[src/rtl/core/bfa_ram.sv]
// Generic single-port-write, single-read RAM with registered read.
module bfa_ram #(
    parameter int WIDTH = 8,
    parameter int DEPTH = 16
) (
    input  logic                     i_clk,
    input  logic                     i_we,
    input  logic [$clog2(DEPTH)-1:0] i_waddr,
    input  logic [WIDTH-1:0]         i_wdata,
    input  logic [$clog2(DEPTH)-1:0] i_raddr,
    output logic [WIDTH-1:0]         o_rdata
);
    logic [WIDTH-1:0] r_mem [DEPTH];
    logic [WIDTH-1:0] r_rdata;

    always_ff @(posedge i_clk) begin
        if (i_we) begin
            r_mem[i_waddr] <= i_wdata;
        end
        r_rdata <= r_mem[i_raddr];
    end

    assign o_rdata = r_rdata;
endmodule

[config.mk]
export PLATFORM = sky130hd
export DESIGN_NAME = bfa_ram
export DESIGN_NICKNAME = d
export VERILOG_FILES = /design/src/rtl/core/bfa_ram.sv
export SDC_FILE = /design/constraint.sdc
export NUM_CORES = 1
export LEC_CHECK = 0
export ABC_AREA = 1
export BUFFER_PORTS_ARGS = -buffer_cell sky130_fd_sc_hd__buf_2
export CELL_PAD_IN_SITES_DETAIL_PLACEMENT = 0
export CELL_PAD_IN_SITES_GLOBAL_PLACEMENT = 1
export CORE_UTILIZATION = 40
export CTS_CLUSTER_SIZE = 40
export DETAILED_ROUTE_END_ITERATION = 16
export PLACE_DENSITY_LB_ADDON = 0.1
export SYNTH_ARGS = -nofsm -noshare
export SYNTH_HDL_FRONTEND = slang
export SYNTH_SLANG_ARGS = --single-unit
[constraint.sdc]
create_clock -name i_clk -period 1.1 [get_ports i_clk]
set_input_delay 0.165 -clock i_clk [delete_from_list [all_inputs] [get_ports i_clk]]
set_output_delay 0.165 -clock i_clk [all_outputs]
set_load 0.005 [all_outputs]
Yosys cells after proc, flatten, opt, wreduce, memory -nomap -nowiden
Memory sizes are Yosys's and may differ from the RTL's. A register that Yosys moved wholly into a read port is not among the register bits.
Cells that the tools add are included.
- flip-flop bits (word level): 0
- RAM bits: 128
- word-level logic and storage cells: 3
- memories: 1
- multiplexer cells: 2
- memory list (name ; depth ; bits a word ; read ports ; clocked after memory_dff ; wr ports ; RTL line ; source):
    r_mem ; 16 ; 8 ; 1 ; 1 ; 1 ; 13 ; logic [WIDTH-1:0] r_mem [DEPTH];
- operators with widths (kind ; number):
    $mux W1 ; 2

Longest topological paths before layout
- depth in word-level cells: 2
- depth in mapped cells: 8

Worst setup path before layout
No wires, ideal clock.
- kind: input-to-reg
- start: in i_waddr[3]
- end: mem r_mem[4][0] (enable)
- arrival: 0.746 ns
- data required time: 0.730 ns
- slack: -0.016 ns
- stages on the path: 2
- path buffers: 0
- cell sequence: nand3b_1 > nor2_1
- RTL lines (element ; RTL line ; source):
    from (decl) ; 8 ; input logic [$clog2(DEPTH)-1:0] i_waddr,
    to (decl) ; 13 ;
No word-level cell before the write port.

Worst setup path in the final report
- start: reg r_rdata[6] (netlist: o_rdata[6]) (read register of r_mem)
- end: out o_rdata[6]
- RTL lines (element ; RTL line ; source):
    from (decl) ; 14 ; logic [WIDTH-1:0] r_rdata;
    to (decl) ; 11 ; output logic [WIDTH-1:0] o_rdata
No word-level cell between the ends.

==> flow_summary.yaml <==
worst_setup_path:
  cpPeakStageDelay_ns: 0.35
  path_cells: "buf_2"
  cp_slowest_cell: "dfxtp_2"
  cp_num_buf_inv: 1
  r2r_slack_ns: 0.09
  worstSetupEndpointType: "output pin"
  cp_num_cells: 1
  crit_start: "o_rdata[6]"
  path_class: "flop to output pin"
  rr_startpoint: "r_mem[1][4]"
  r2r_cells: 6
  path_max_fanout: 1
  crit_family: "flip-flops"
  cp-endpoint: "o_rdata[6]"
  r2r_end: "o_rdata[4]"
  critPathLaunchType: "flop"
  critPathRequiredTime_ns: 0.94
  worstPathArrival_ns: 0.88
route:
  drt_iter0_markers: 254
  wl_per_cell_um: 17.27
  drc: 0
  vias_per_cell: 4.731
  totalWireLength_mm: 13.85
  firstDrtPassIters: 6
  drtAntennaViolNets: 0
  vias: 3794
place:
  place.gp.congestion: 0.7924
  placed_cell_area_mm2: 0.006311
  dp_hpwl_mm: 8.775
  io_buffer_count: 25
  place_inst: 770
  dp_slack_ns: -0.2668
grt:
  grt_pass1_vias: 3716
  grt_usage_pct: 20.83
  antenna_found_initial: 0
  grt_pass1_wl_mm: 21.46
  overflow: 0
  grt_max_degree: 52
sta:
  slew_headroom_pct: 72.82
  grt_setup_unrepaired: "false"
  hold_viol_final: 0
  min_period_over_period_pct: 94.55
  fmax_mhz: 961.5
  worst_slack_ns: 0.05993
  setup_viol: 0
  fin_skew_ns: 0.005554
  drv_slew: 0
  final.min_clock_period_ns: 1.040
  worstMarginPinSlew_ns: 0.4077
  holdWs_ns: 0.07647
synthesis:
  ys_seq_area_share_pct: 69.43
  synth_top_area_share_pct: 66.65
  synth_cell_types: 12
  synth_area_mm2: 0.005767
  synth_top_cell_by_area: "edfxtp_1"
  synthSimpleGateAreaFrac_pct: 21.05
  syn_inst: 551
  syn_nets: 569
  syn_area_per_cell_um2: 10.47
  yosysWarnings: 0
  synth_compound_area_share_pct: 0
  ys_seq_elements: 136
  synth.area.top_cells: "edfxtp_1 67%, nand2_1 11%, nand3_1 8.4%, inv_1 6.5%, dfxtp_1 2.8%"
  synth_top_family_by_area: "simple AND/OR/NAND/NOR gates"
  yosys.area_share.xor_xnor_pct: 0
  synthAdderAreaFrac_pct: 0
  synthMuxAreaShare_pct: 0
floorplan:
  rows: 43
  die_area_mm2: 0.01490
  core-area_mm2: 0.01399
  fp.dieH_um: 122.1
  die_w_um: 122.1
  io_pins: 26
  start_util_pct: 41.23
finish:
  nFillCells: 1307
  fin_cells: 802
  mostFrequentLayoutCells: "173 x nand2_1, 128 x edfxtp_1, 100 x inv_1, 97 x nand3_1, 32 x buf_4"
  final_common_cell: "nand2_1"
  antenna_cells: 0
  flow.area_growth_from_synthesis_pct: 19.22
  final_area_mm2: 0.006875
  layout-drive-gt1-share_pct: 14.79
  nets: 627
cts:
  insertion_delay_ns: 0.41
  cts_made_buffers: 17
  cts_sinks: 136
  path_clk_slew_ns: 0.05
  h-tree-depth: 4
  clockBufferDepth: 2
  cts_root_buf: "clkbuf_16"
  cts_tree: "done"
status:
  status: "completed"
hold_path:
  hold_class: "input pin to flop"
power:
  power.density_mw_per_mm2: 1730
  p_leak_nw: 3.013
  ir_drop_v: 0.0009390
run:
  maxCapViolCount: 0
metrics by stage:
stage	total power, mW	TNS (ns)	utilization (%)
after floorplan	6.341	-1.014	-
after global placement	6.732	-5.866	45.12
after detailed placement	6.740	-6.189	45.12
after CTS	12.05	0	49.14
after global routing	12.33	0	49.15
final	11.90	0	49.15
synth_stat cells:
library cell  instances
buf_1                 1
buf_2                13
buf_4                 4
buf_6                 6
dfxtp_1               8
edfxtp_1            128
inv_1               100
inv_2                 2
nand2_1             173
nand3_1              97
nand3b_1              2
nor2_1               17
state kept, by name, summed over array words and instances, names as in the netlist:
register	count
o_rdata	8
r_mem	128
worst reg2reg max path, delay by kind of cell, from the launching register on:
family                 cells  cell delay, ns
DFF                        1            0.38
buffers and inverters      1            0.06
and+or+nand+nor            5            0.46
power breakdown:
group	switching (mW)	internal [mW]	total, mW
Clock	1.93	3.35	5.28
Combinational	0.512	0.269	0.781
Sequential	0.0361	5.80	5.83
area by class of cell:
cell class	count	area, um^2	area share [%]
clock buffer	30	554.3	8.062
inverter	102	382.9	5.569
timing repair buffer	63	485.5	7.061
sequential	136	4005	58.25
multi-input combinational	289	1214	17.65
tap	180	225.2	3.276
clock inverter	2	8.758	0.1274
worst min path at each step:
stage / slack (ns) / depth (start not counted) / endpoint / from
after detailed placement: 0.50 / 3 / o_rdata[7] / i_raddr[3]
after global placement: 0.50 / 3 / o_rdata[7] / i_raddr[3]
after global routing: 0.07 / 3 / o_rdata[7] / i_raddr[3]
after floorplan: 0.26 / 0 / r_mem[0][0] / i_wdata[0]
final: 0.08 / 3 / o_rdata[7] / i_raddr[3]
after CTS: 0.05 / 3 / o_rdata[7] / i_raddr[3]
cell families (layout without fill, tap and decap cells):
logic type             count (synthesis)  in the layout
buffers and inverters                126            197
and+or+nand+nor                      289            289
DFF                                  136            136
per-layer routing:
layer | part of all wire, % | vias to the layer above | global-route usage, %
met5 | 0 | - | 0
met2 | 49 | 82 | 33.93
met4 | 1.6 | 0 | 8.308
li1 | - | 1894 | -
met3 | 3.8 | 17 | 4.775
met1 | 45 | 1801 | 26.87
repair_timing:
item,4_1_cts,5_1_grt
resized for setup,0,1
hold buffers,0,0
setup buffers,0,0
setup endpoints to repair,0,1
No activity file was read; power rests on OpenSTA's default activity.
